## src/rtl/complex_gemv_conj_row_mac_top_defines.svh

```systemverilog
// assertion macros for the complex gemv row engine
// expects aclk and aresetn in the scope where a macro is used
`ifndef COMPLEX_GEMV_CONJ_ROW_MAC_TOP_DEFINES_SVH
`define COMPLEX_GEMV_CONJ_ROW_MAC_TOP_DEFINES_SVH

// same-cycle implication
`define CGEMV_ASSERT_NOW(lbl, ante, cons) \
    lbl: assert property (@(posedge aclk) disable iff (!aresetn) (ante) |-> (cons)) \
        else $error("cgemv check failed");

// next-cycle implication
`define CGEMV_ASSERT_NEXT(lbl, ante, cons) \
    lbl: assert property (@(posedge aclk) disable iff (!aresetn) (ante) |=> (cons)) \
        else $error("cgemv check failed");

`endif

```

## src/rtl/cgemv_pkg.sv

```systemverilog
// shared types, constants and helpers for the complex gemv row engine
// no dependencies
`default_nettype none

package cgemv_pkg;

    localparam int DATA_W    = 32;
    localparam int FRAC_BITS = 16;
    localparam int PROD_W    = 2 * DATA_W;
    localparam int TERM_W    = PROD_W - FRAC_BITS;
    localparam int TMP_W     = TERM_W + 2;
    localparam int ACC_W     = 64;
    localparam int ROW_W     = 16;
    localparam int OP_W      = 4;
    localparam int CFG_IDX_W = 3;

    localparam logic [CFG_IDX_W-1:0] CFG_ALPHA_RE = 3'd0;
    localparam logic [CFG_IDX_W-1:0] CFG_ALPHA_IM = 3'd1;
    localparam logic [CFG_IDX_W-1:0] CFG_BETA_RE  = 3'd2;
    localparam logic [CFG_IDX_W-1:0] CFG_BETA_IM  = 3'd3;
    localparam logic [CFG_IDX_W-1:0] CFG_NUM_ROWS = 3'd4;

    // multiplier operations, accumulate phase then output phase
    localparam logic [OP_W-1:0] OP_AR_XR = 4'd0;
    localparam logic [OP_W-1:0] OP_AI_XI = 4'd1;
    localparam logic [OP_W-1:0] OP_AI_XR = 4'd2;
    localparam logic [OP_W-1:0] OP_AR_XI = 4'd3;
    localparam logic [OP_W-1:0] OP_UR_SR = 4'd4;
    localparam logic [OP_W-1:0] OP_UI_SI = 4'd5;
    localparam logic [OP_W-1:0] OP_BR_YR = 4'd6;
    localparam logic [OP_W-1:0] OP_BI_YI = 4'd7;
    localparam logic [OP_W-1:0] OP_UR_SI = 4'd8;
    localparam logic [OP_W-1:0] OP_UI_SR = 4'd9;
    localparam logic [OP_W-1:0] OP_BR_YI = 4'd10;
    localparam logic [OP_W-1:0] OP_BI_YR = 4'd11;

    typedef struct packed {
        logic            vld;
        logic [OP_W-1:0] op;
    } mul_req_t;

    typedef struct packed {
        logic              vld;
        logic [OP_W-1:0]   op;
        logic [TERM_W-1:0] term;
    } mul_res_t;

    typedef struct packed {
        logic neg;
        logic to_im;
    } op_ctrl_t;

    function automatic op_ctrl_t op_ctrl(input logic [OP_W-1:0] op);
        op_ctrl_t c;
        c = '0;
        case (op)
            OP_AR_XR: c = '{neg: 1'b0, to_im: 1'b0};
            OP_AI_XI: c = '{neg: 1'b0, to_im: 1'b0};
            OP_AI_XR: c = '{neg: 1'b0, to_im: 1'b1};
            OP_AR_XI: c = '{neg: 1'b1, to_im: 1'b1};
            OP_UR_SR: c = '{neg: 1'b0, to_im: 1'b0};
            OP_UI_SI: c = '{neg: 1'b1, to_im: 1'b0};
            OP_BR_YR: c = '{neg: 1'b0, to_im: 1'b0};
            OP_BI_YI: c = '{neg: 1'b1, to_im: 1'b0};
            OP_UR_SI: c = '{neg: 1'b0, to_im: 1'b1};
            OP_UI_SR: c = '{neg: 1'b0, to_im: 1'b1};
            OP_BR_YI: c = '{neg: 1'b0, to_im: 1'b1};
            OP_BI_YR: c = '{neg: 1'b0, to_im: 1'b1};
            default:  c = '0;
        endcase
        return c;
    endfunction

    // clamp a wide signed value to the data width
    function automatic logic signed [DATA_W-1:0] sat_data(input logic signed [ACC_W-1:0] v);
        logic signed [ACC_W-1:0] hi;
        logic signed [ACC_W-1:0] lo;
        hi = {{(ACC_W-DATA_W+1){1'b0}}, {(DATA_W-1){1'b1}}};
        lo = {{(ACC_W-DATA_W+1){1'b1}}, {(DATA_W-1){1'b0}}};
        if (v > hi) begin
            return hi[DATA_W-1:0];
        end else if (v < lo) begin
            return lo[DATA_W-1:0];
        end
        return v[DATA_W-1:0];
    endfunction

endpackage

`default_nettype wire

```

## src/rtl/cgemv_mul.sv

```systemverilog
// shared signed multiplier with registered product and fixed-point scaling
// depends on cgemv_pkg
`default_nettype none

module cgemv_mul
    import cgemv_pkg::*;
(
    input  wire logic                     aclk,
    input  wire logic                     aresetn,
    input  wire mul_req_t                 req,
    input  wire logic signed [DATA_W-1:0] opa,
    input  wire logic signed [DATA_W-1:0] opb,
    output mul_res_t                      res
);

    logic signed [PROD_W-1:0] prod_reg;
    logic signed [PROD_W-1:0] prod_next;
    logic                     vld_reg;
    logic [OP_W-1:0]          op_reg;

    assign prod_next = opa * opb;

    always_ff @(posedge aclk) begin
        if (!aresetn) begin
            vld_reg <= 1'b0;
        end else begin
            vld_reg <= req.vld;
        end
        prod_reg <= prod_next;
        op_reg   <= req.op;
    end

    // dropping the low fraction bits is an arithmetic shift toward minus infinity
    assign res.vld  = vld_reg;
    assign res.op   = op_reg;
    assign res.term = prod_reg[PROD_W-1:FRAC_BITS];

endmodule

`default_nettype wire

```

## src/rtl/complex_gemv_conj_row_mac_top.sv

```systemverilog
// complex gemv row engine, y := alpha*A*conj(x) + beta*y, one row at a time
// depends on cgemv_pkg, cgemv_mul and complex_gemv_conj_row_mac_top_defines.svh
`default_nettype none
`include "complex_gemv_conj_row_mac_top_defines.svh"

// One request carries a matrix element, the matching x element, the row's old y and a
// last-in-row flag on s_tlast. All arithmetic goes through one 32x32 multiplier: an element
// needs four products, and the last element of a row adds eight more products for
// alpha*sum + beta*y; a new request is taken only once the last one is through, and a row
// result first waits until the output register is free on m_tready. The row result is held
// in an output register, so the next row's elements are taken while it waits. m_tlast marks
// the row that completes a job of num_rows rows. Data and scalars are signed Q16.16, row
// sums 64 bits with saturation, results saturated to 32 bits.
module complex_gemv_conj_row_mac_top
    import cgemv_pkg::*;
(
    input  wire logic                 aclk,
    input  wire logic                 aresetn,
    input  wire logic                 cfg_wr_en,
    input  wire logic [CFG_IDX_W-1:0] cfg_index,
    input  wire logic [DATA_W-1:0]    cfg_wdata,
    input  wire logic                 s_tvalid,
    output logic                      s_tready,
    input  wire logic [6*DATA_W-1:0]  s_tdata,   // a_re, a_im, x_re, x_im, y_re, y_im
    input  wire logic                 s_tlast,   // last_in_row
    output logic                      m_tvalid,
    input  wire logic                 m_tready,
    output logic [2*DATA_W-1:0]       m_tdata,   // out_re, out_im
    output logic                      m_tlast    // last_row
);

    typedef enum logic [7:0] {
        ST_IDLE   = 8'b0000_0001,
        ST_MAC    = 8'b0000_0010,
        ST_MDRAIN = 8'b0000_0100,
        ST_ACC    = 8'b0000_1000,
        ST_LOAD   = 8'b0001_0000,
        ST_FIN    = 8'b0010_0000,
        ST_FDRAIN = 8'b0100_0000,
        ST_OUT    = 8'b1000_0000
    } state_t;

    state_t state_reg, state_next;
    logic [OP_W-1:0] op_reg, op_next;

    logic signed [DATA_W-1:0] alpha_re_reg, alpha_im_reg, beta_re_reg, beta_im_reg;
    logic [ROW_W-1:0]         num_rows_reg;

    logic signed [DATA_W-1:0] a_re_reg, a_im_reg, x_re_reg, x_im_reg, y_re_reg, y_im_reg;
    logic                     last_in_row_reg;
    logic signed [DATA_W-1:0] s_re_reg, s_im_reg;

    logic signed [TMP_W-1:0]  tmp_re_reg, tmp_re_next, tmp_im_reg, tmp_im_next;
    logic signed [ACC_W-1:0]  acc_re_reg, acc_re_next, acc_im_reg, acc_im_next;
    logic [ROW_W-1:0]         row_cnt_reg, row_cnt_next;

    logic signed [DATA_W-1:0] out_re_reg, out_im_reg;
    logic                     last_row_reg;
    logic                     m_valid_reg, m_valid_next;

    mul_req_t                 mul_req;
    mul_res_t                 mul_res;
    logic signed [DATA_W-1:0] opa, opb;
    op_ctrl_t                 res_ctl;
    logic signed [TMP_W-1:0]  addend;
    logic                     s_fire, out_fire, job_end;
    logic [ROW_W:0]           row_inc;

    function automatic logic signed [ACC_W-1:0] sat_add(input logic signed [ACC_W-1:0] acc,
                                                        input logic signed [TMP_W-1:0] t);
        logic signed [ACC_W:0] sum;
        sum = {acc[ACC_W-1], acc} + {{(ACC_W-TMP_W+1){t[TMP_W-1]}}, t};
        if (sum[ACC_W] != sum[ACC_W-1]) begin
            return sum[ACC_W] ? {1'b1, {(ACC_W-1){1'b0}}} : {1'b0, {(ACC_W-1){1'b1}}};
        end
        return sum[ACC_W-1:0];
    endfunction

    assign s_tready = (state_reg == ST_IDLE);
    assign s_fire   = s_tvalid && s_tready;
    assign out_fire = (state_reg == ST_OUT) && (!m_valid_reg || m_tready);

    // configuration
    always_ff @(posedge aclk) begin
        if (!aresetn) begin
            alpha_re_reg <= 32'sd65536;
            alpha_im_reg <= '0;
            beta_re_reg  <= '0;
            beta_im_reg  <= '0;
            num_rows_reg <= 16'd1;
        end else if (cfg_wr_en) begin
            case (cfg_index)
                CFG_ALPHA_RE: alpha_re_reg <= cfg_wdata;
                CFG_ALPHA_IM: alpha_im_reg <= cfg_wdata;
                CFG_BETA_RE:  beta_re_reg  <= cfg_wdata;
                CFG_BETA_IM:  beta_im_reg  <= cfg_wdata;
                CFG_NUM_ROWS: num_rows_reg <= cfg_wdata[ROW_W-1:0];
                default: ;
            endcase
        end
    end

    // operand select for the shared multiplier
    always_comb begin
        opa = '0;
        opb = '0;
        case (op_reg)
            OP_AR_XR: begin opa = a_re_reg;     opb = x_re_reg; end
            OP_AI_XI: begin opa = a_im_reg;     opb = x_im_reg; end
            OP_AI_XR: begin opa = a_im_reg;     opb = x_re_reg; end
            OP_AR_XI: begin opa = a_re_reg;     opb = x_im_reg; end
            OP_UR_SR: begin opa = alpha_re_reg; opb = s_re_reg; end
            OP_UI_SI: begin opa = alpha_im_reg; opb = s_im_reg; end
            OP_BR_YR: begin opa = beta_re_reg;  opb = y_re_reg; end
            OP_BI_YI: begin opa = beta_im_reg;  opb = y_im_reg; end
            OP_UR_SI: begin opa = alpha_re_reg; opb = s_im_reg; end
            OP_UI_SR: begin opa = alpha_im_reg; opb = s_re_reg; end
            OP_BR_YI: begin opa = beta_re_reg;  opb = y_im_reg; end
            OP_BI_YR: begin opa = beta_im_reg;  opb = y_re_reg; end
            default: begin opa = '0; opb = '0; end
        endcase
    end

    assign mul_req.vld = (state_reg == ST_MAC) || (state_reg == ST_FIN);
    assign mul_req.op  = op_reg;

    cgemv_mul u_mul (
        .aclk    (aclk),
        .aresetn (aresetn),
        .req     (mul_req),
        .opa     (opa),
        .opb     (opb),
        .res     (mul_res)
    );

    assign res_ctl = op_ctrl(mul_res.op);

    always_comb begin
        logic signed [TMP_W-1:0] ext;
        ext    = {{(TMP_W-TERM_W){mul_res.term[TERM_W-1]}}, mul_res.term};
        addend = res_ctl.neg ? -ext : ext;
    end

    assign row_inc = {1'b0, row_cnt_reg} + {{ROW_W{1'b0}}, 1'b1};
    assign job_end = (row_inc >= {1'b0, num_rows_reg});

    // sequencer and datapath next values
    always_comb begin
        state_next   = state_reg;
        op_next      = op_reg;
        tmp_re_next  = tmp_re_reg;
        tmp_im_next  = tmp_im_reg;
        acc_re_next  = acc_re_reg;
        acc_im_next  = acc_im_reg;
        row_cnt_next = row_cnt_reg;

        if (mul_res.vld) begin
            if (res_ctl.to_im) begin
                tmp_im_next = tmp_im_reg + addend;
            end else begin
                tmp_re_next = tmp_re_reg + addend;
            end
        end

        case (state_reg)
            ST_IDLE: begin
                if (s_fire) begin
                    state_next  = ST_MAC;
                    op_next     = OP_AR_XR;
                    tmp_re_next = '0;
                    tmp_im_next = '0;
                end
            end
            ST_MAC: begin
                op_next = op_reg + 1'b1;
                if (op_reg == OP_AR_XI) begin
                    state_next = ST_MDRAIN;
                end
            end
            ST_MDRAIN: begin
                state_next = ST_ACC;
            end
            ST_ACC: begin
                acc_re_next = sat_add(acc_re_reg, tmp_re_reg);
                acc_im_next = sat_add(acc_im_reg, tmp_im_reg);
                state_next  = last_in_row_reg ? ST_LOAD : ST_IDLE;
            end
            ST_LOAD: begin
                acc_re_next = '0;
                acc_im_next = '0;
                tmp_re_next = '0;
                tmp_im_next = '0;
                op_next     = OP_UR_SR;
                state_next  = ST_FIN;
            end
            ST_FIN: begin
                op_next = op_reg + 1'b1;
                if (op_reg == OP_BI_YR) begin
                    state_next = ST_FDRAIN;
                end
            end
            ST_FDRAIN: begin
                state_next = ST_OUT;
            end
            ST_OUT: begin
                if (out_fire) begin
                    row_cnt_next = job_end ? '0 : row_inc[ROW_W-1:0];
                    state_next   = ST_IDLE;
                end
            end
            default: begin
                state_next = ST_IDLE;
            end
        endcase

        m_valid_next = out_fire ? 1'b1 : (m_tready ? 1'b0 : m_valid_reg);
    end

    always_ff @(posedge aclk) begin
        if (!aresetn) begin
            state_reg   <= ST_IDLE;
            acc_re_reg  <= '0;
            acc_im_reg  <= '0;
            row_cnt_reg <= '0;
            m_valid_reg <= 1'b0;
        end else begin
            state_reg   <= state_next;
            acc_re_reg  <= acc_re_next;
            acc_im_reg  <= acc_im_next;
            row_cnt_reg <= row_cnt_next;
            m_valid_reg <= m_valid_next;
        end
        op_reg     <= op_next;
        tmp_re_reg <= tmp_re_next;
        tmp_im_reg <= tmp_im_next;
        if (s_fire) begin
            a_re_reg        <= s_tdata[0*DATA_W +: DATA_W];
            a_im_reg        <= s_tdata[1*DATA_W +: DATA_W];
            x_re_reg        <= s_tdata[2*DATA_W +: DATA_W];
            x_im_reg        <= s_tdata[3*DATA_W +: DATA_W];
            y_re_reg        <= s_tdata[4*DATA_W +: DATA_W];
            y_im_reg        <= s_tdata[5*DATA_W +: DATA_W];
            last_in_row_reg <= s_tlast;
        end
        if (state_reg == ST_LOAD) begin
            s_re_reg <= sat_data(acc_re_reg);
            s_im_reg <= sat_data(acc_im_reg);
        end
        if (out_fire) begin
            out_re_reg   <= sat_data({{(ACC_W-TMP_W){tmp_re_reg[TMP_W-1]}}, tmp_re_reg});
            out_im_reg   <= sat_data({{(ACC_W-TMP_W){tmp_im_reg[TMP_W-1]}}, tmp_im_reg});
            last_row_reg <= job_end;
        end
    end

    assign m_tvalid = m_valid_reg;
    assign m_tdata  = {out_im_reg, out_re_reg};
    assign m_tlast  = last_row_reg;

    `CGEMV_ASSERT_NEXT(a_accept_starts_mac, s_tvalid && s_tready, state_reg == ST_MAC)
    `CGEMV_ASSERT_NOW(a_result_from_out, $rose(m_tvalid), $past(state_reg) == ST_OUT)
    `CGEMV_ASSERT_NOW(a_product_in_phase, mul_res.vld,
        state_reg == ST_MAC || state_reg == ST_MDRAIN || state_reg == ST_FIN || state_reg == ST_FDRAIN)
    `CGEMV_ASSERT_NEXT(a_acc_exit, state_reg == ST_ACC,
        state_reg == ST_LOAD || state_reg == ST_IDLE)

endmodule

`default_nettype wire
```

## config.mk

```make
export PLATFORM = sky130hd
export DESIGN_NAME = complex_gemv_conj_row_mac_top
export DESIGN_NICKNAME = d
export VERILOG_FILES = /design/src/rtl/cgemv_pkg.sv /design/src/rtl/cgemv_mul.sv /design/src/rtl/complex_gemv_conj_row_mac_top.sv
export VERILOG_INCLUDE_DIRS = /design/src /design/src/rtl
export SDC_FILE = /design/constraint.sdc
export NUM_CORES = 2
export LEC_CHECK = 0
export BUFFER_PORTS_ARGS = -buffer_cell sky130_fd_sc_hd__buf_2
export CAP_MARGIN = 20
export CELL_PAD_IN_SITES_DETAIL_PLACEMENT = 0
export CELL_PAD_IN_SITES_GLOBAL_PLACEMENT = 1
export CORE_MARGIN = 2
export CORE_UTILIZATION = 45
export DETAILED_ROUTE_END_ITERATION = 6
export PLACE_DENSITY_LB_ADDON = 0.1
export SLEW_MARGIN = 20
export SYNTH_ARGS = -nofsm -noshare
export SYNTH_HDL_FRONTEND = slang
export SYNTH_SLANG_ARGS = --single-unit
```

## constraint.sdc

```tcl
create_clock -name aclk -period 26.8 [get_ports aclk]
set_input_delay 2.68 -clock aclk [delete_from_list [all_inputs] [get_ports aclk]]
set_output_delay 2.68 -clock aclk [all_outputs]
set_load 0.02 [all_outputs]
```

==> flow_summary_export.csv <==
group,metric,value,unit
drt,num_vias,63118,
place,place_ws,15660,ps
synthesis,ys_seq_area_share,24.1,%
synthesis,ys_types,78,
worst_hold_path,hp-class,"register to register",
timing,clock_skew,69.4,ps
clocking,postCtsHoldBufs,0,
drt,top_layer,"met5",
timing,hold_viol_final,0,
worst_setup_path,cpPeakStageDelay,1050,ps
synthesis,synth.top_cells.by_count,"nand2_1 (1684), inv_1 (1124), fa_1 (1085)",
clocking,clk_pin_slew,60,ps
synthesis,ys_warn_count,0,
timing,slew_headroom,24.0,%
clocking,cts_setup_buffers,0,
floorplan,start_util,45.3,%
synthesis,ys.flop_type,"dfxtp_1",
global_route,overflow,0,
drt,wl_met1,118,mm
clocking,clkLatencyLatePin,760,ps
synthesis,async_flop_share,0,%
timing,fin_crit_sh,41.8,%
final_layout,n_fill_cell,16541,
run,drv_cap,0,
timing,finalSetupViolCount,0,
worst_setup_path,critPathLaunch,"op_reg[3]",
worst_setup_path,crit_type,"register to register",
global_route,antenna_found_initial,10,
synthesis,yosysMostFrequentCell,"nand2_1",
place,port_buffers,299,
drt,routed_wl,280,mm
worst_setup_path,slowest_stage,"fa_1",
worst_setup_path,required,27460,ps
synthesis,synth_fp_nets,10482,
timing,rsz0062_at_grt,"no",
worst_setup_path,cp-end-kind,"register",
worst_setup_path,critPathTopFamily,"adder cells",
floorplan,die_h,420,µm
worst_setup_path,worst-path-buf-inv,3,
synthesis,synthTopCellsByArea,"fa_1 (28%), edfxtp_1 (13%), dfxtp_1 (12%)",
timing,fmax,0.0893,GHz
drt,drc,3,
clocking,cts_num_sinks,774,
global_route,track_usage,32.3,%
floorplan,io_pins,300,
synthesis,yosys.area.top_type_share,27.9,%
clocking,root_buffer,"clkbuf_16",
drt,wl_met2,130,mm
timing,finalCriticalPeriod,11200,ps
synthesis,netlist_instances,8736,
worst_setup_path,crit_path_frequent_cell,"fa_1",
drt,drtIter0Drc,5607,
floorplan,placementRows,152,
synthesis,synth_edf_count,326,
worst_setup_path,critPathArrivalTime,11860,ps
worst_setup_path,worst-path-max-fanout,30,
worst_setup_path,r2r-start,"op_reg[3]",
floorplan,dieArea,0.176,mm²
drt,wl_met3,19.3,mm
timing,drv_slew,0,
place,place_congestion,0.990,
drt,post_drt_wl_per_cell,25.0,µm
synthesis,synth.avg_cell_area,8.90,µm²
synthesis,ys_seq_elements,774,
synthesis,synth_area_leader_cell,"fa_1",
worst_setup_path,critPathLaunchType,"register",
timing,final.setup.worst_slack,15600,ps
floorplan,die_x,420,µm
clocking,cts_tree,"built",
timing,tns,0,ps
clocking,ctsResizeCount,0,
place,post-dp-hpwl,222,mm
worst_hold_path,min_from,"acc_re_reg[30]",
drt,firstDrtPassIters,7,
drt,vias_per_cell,5.62,
final_layout,drive_above_1_share,7.88,%
global_route,grt_pass1_vias,64100,
final_layout,fin_nets,10576,
run_status,status,"finished, violations left",
final_layout,syn2layout_area_growth,9.56,%
timing,worstMarginPinSlew,1110,ps
synthesis,synthesis.area,0.0777,mm²
drt,antenna_left,0,
run_status,failed_checks,"design-rule violations",
clocking,cts_buffers,92,
floorplan,core,0.172,mm²
clocking,cts_buffer_depth,3,
global_route,grt_max_degree,119,
clocking,cts_htree_levels,3,
global_route,grt_pass1_wl,422,mm
[path summary, 6_finish.rpt]
check	endpoint	cells after the start	slack [ps]
worst min-delay path	acc_re_reg[30]	2	460
worst min register to register	acc_re_reg[30]	2	460
worst max register to register	u_mul.prod_reg[63]	27	15600
worst max-delay path	u_mul.prod_reg[63]	27	15600
[cells in the final DEF, fill, tap and decap left out, types with 31 or more instances in the layout]
cell type  Yosys  layout
o21ai_0      328     324
a21o_1       171     171
a22o_1        56      55
xnor2_1      214     213
clkbuf_16      0      94
nor3_1        51      51
a21boi_0     171     171
inv_1       1124    1122
a21oi_1      407     406
dfxtp_1      448     447
nor2b_1       72      71
a222oi_1      31      31
o21a_1        33      33
buf_4          0     134
a22oi_1       57      57
nand3_1       93      93
and3_1        45      44
fa_1        1085    1085
nor2_1       664     656
edfxtp_1     326     326
ha_1         428     428
xor2_1       106     106
nand4_1       87      87
nor4_1        34      33
o21bai_1      41      41
a31oi_1       38      38
a211o_1       52      52
and2_1        41      35
a211oi_1      83      39
nand2_1     1684    1679
nand2b_1      47      45
buf_2          0     301
[per-stage QoR]
| step | instance area [µm²] | hold WS (ps) | util [%] | instances |
|---|---|---|---|---|
| 3_3_place_gp | 82000 | 446 | 47.8 | 11040 |
| 5_1_grt | 85200 | 476 | 49.6 | 11221 |
| 3_5_place_dp | 82000 | 454 | 47.8 | 11045 |
| 2_1_floorplan | 77700 | 435 | - | 8736 |
| 4_1_cts | 85100 | 462 | 49.6 | 11217 |
| 6_report | 85200 | 460 | 49.6 | 11224 |
[routing by layer]
layer | up-vias | track usage (%)
met3 | 437 | 5.17
met5 | - | 0
met1 | 31832 | 43.2
met2 | 2164 | 52.1
li1 | 28683 | -
met4 | 2 | 13.4
[layout make-up]
cell class                 instances  area, µm²  area share, %
tap                             2310       2890           3.39
clock buffer                     123       2540           2.98
multi-input combinational       6400      53600           62.9
inverter                        1125       4230           4.97
antenna                            6       15.0         0.0176
sequential                       774      18800           22.0
clock inverter                    49        588          0.691
timing repair buffer             437       2530           2.97
[worst reg2reg max path, delay by kind of cell (launching register included)]
| kind | cells | cell delay (ps) |
|---|---|---|
| flip-flops | 1 | 570 |
| buffers and inverters | 3 | 240 |
| XOR/XNOR | 1 | 150 |
| adder cells (fa/ha/maj) | 9 | 5700 |
| AO/OA/AOI/OAI | 10 | 3320 |
| AND/OR/NAND/NOR | 4 | 1220 |
[logic make-up after synthesis]
family,Yosys count,synth area share (%)
AO/OA/AOI/OAI,1634,13.9
buffers and inverters,1562,7.55
flip-flops,774,24.1
XOR/XNOR,320,3.61
AND/OR/NAND/NOR,2926,15.9
multiplexers,7,0.0966
adder cells (fa/ha/maj),1513,34.8
Power is not shown: default switching activity piles up to over one toggle a cycle in this logic, so the estimate is an artifact.
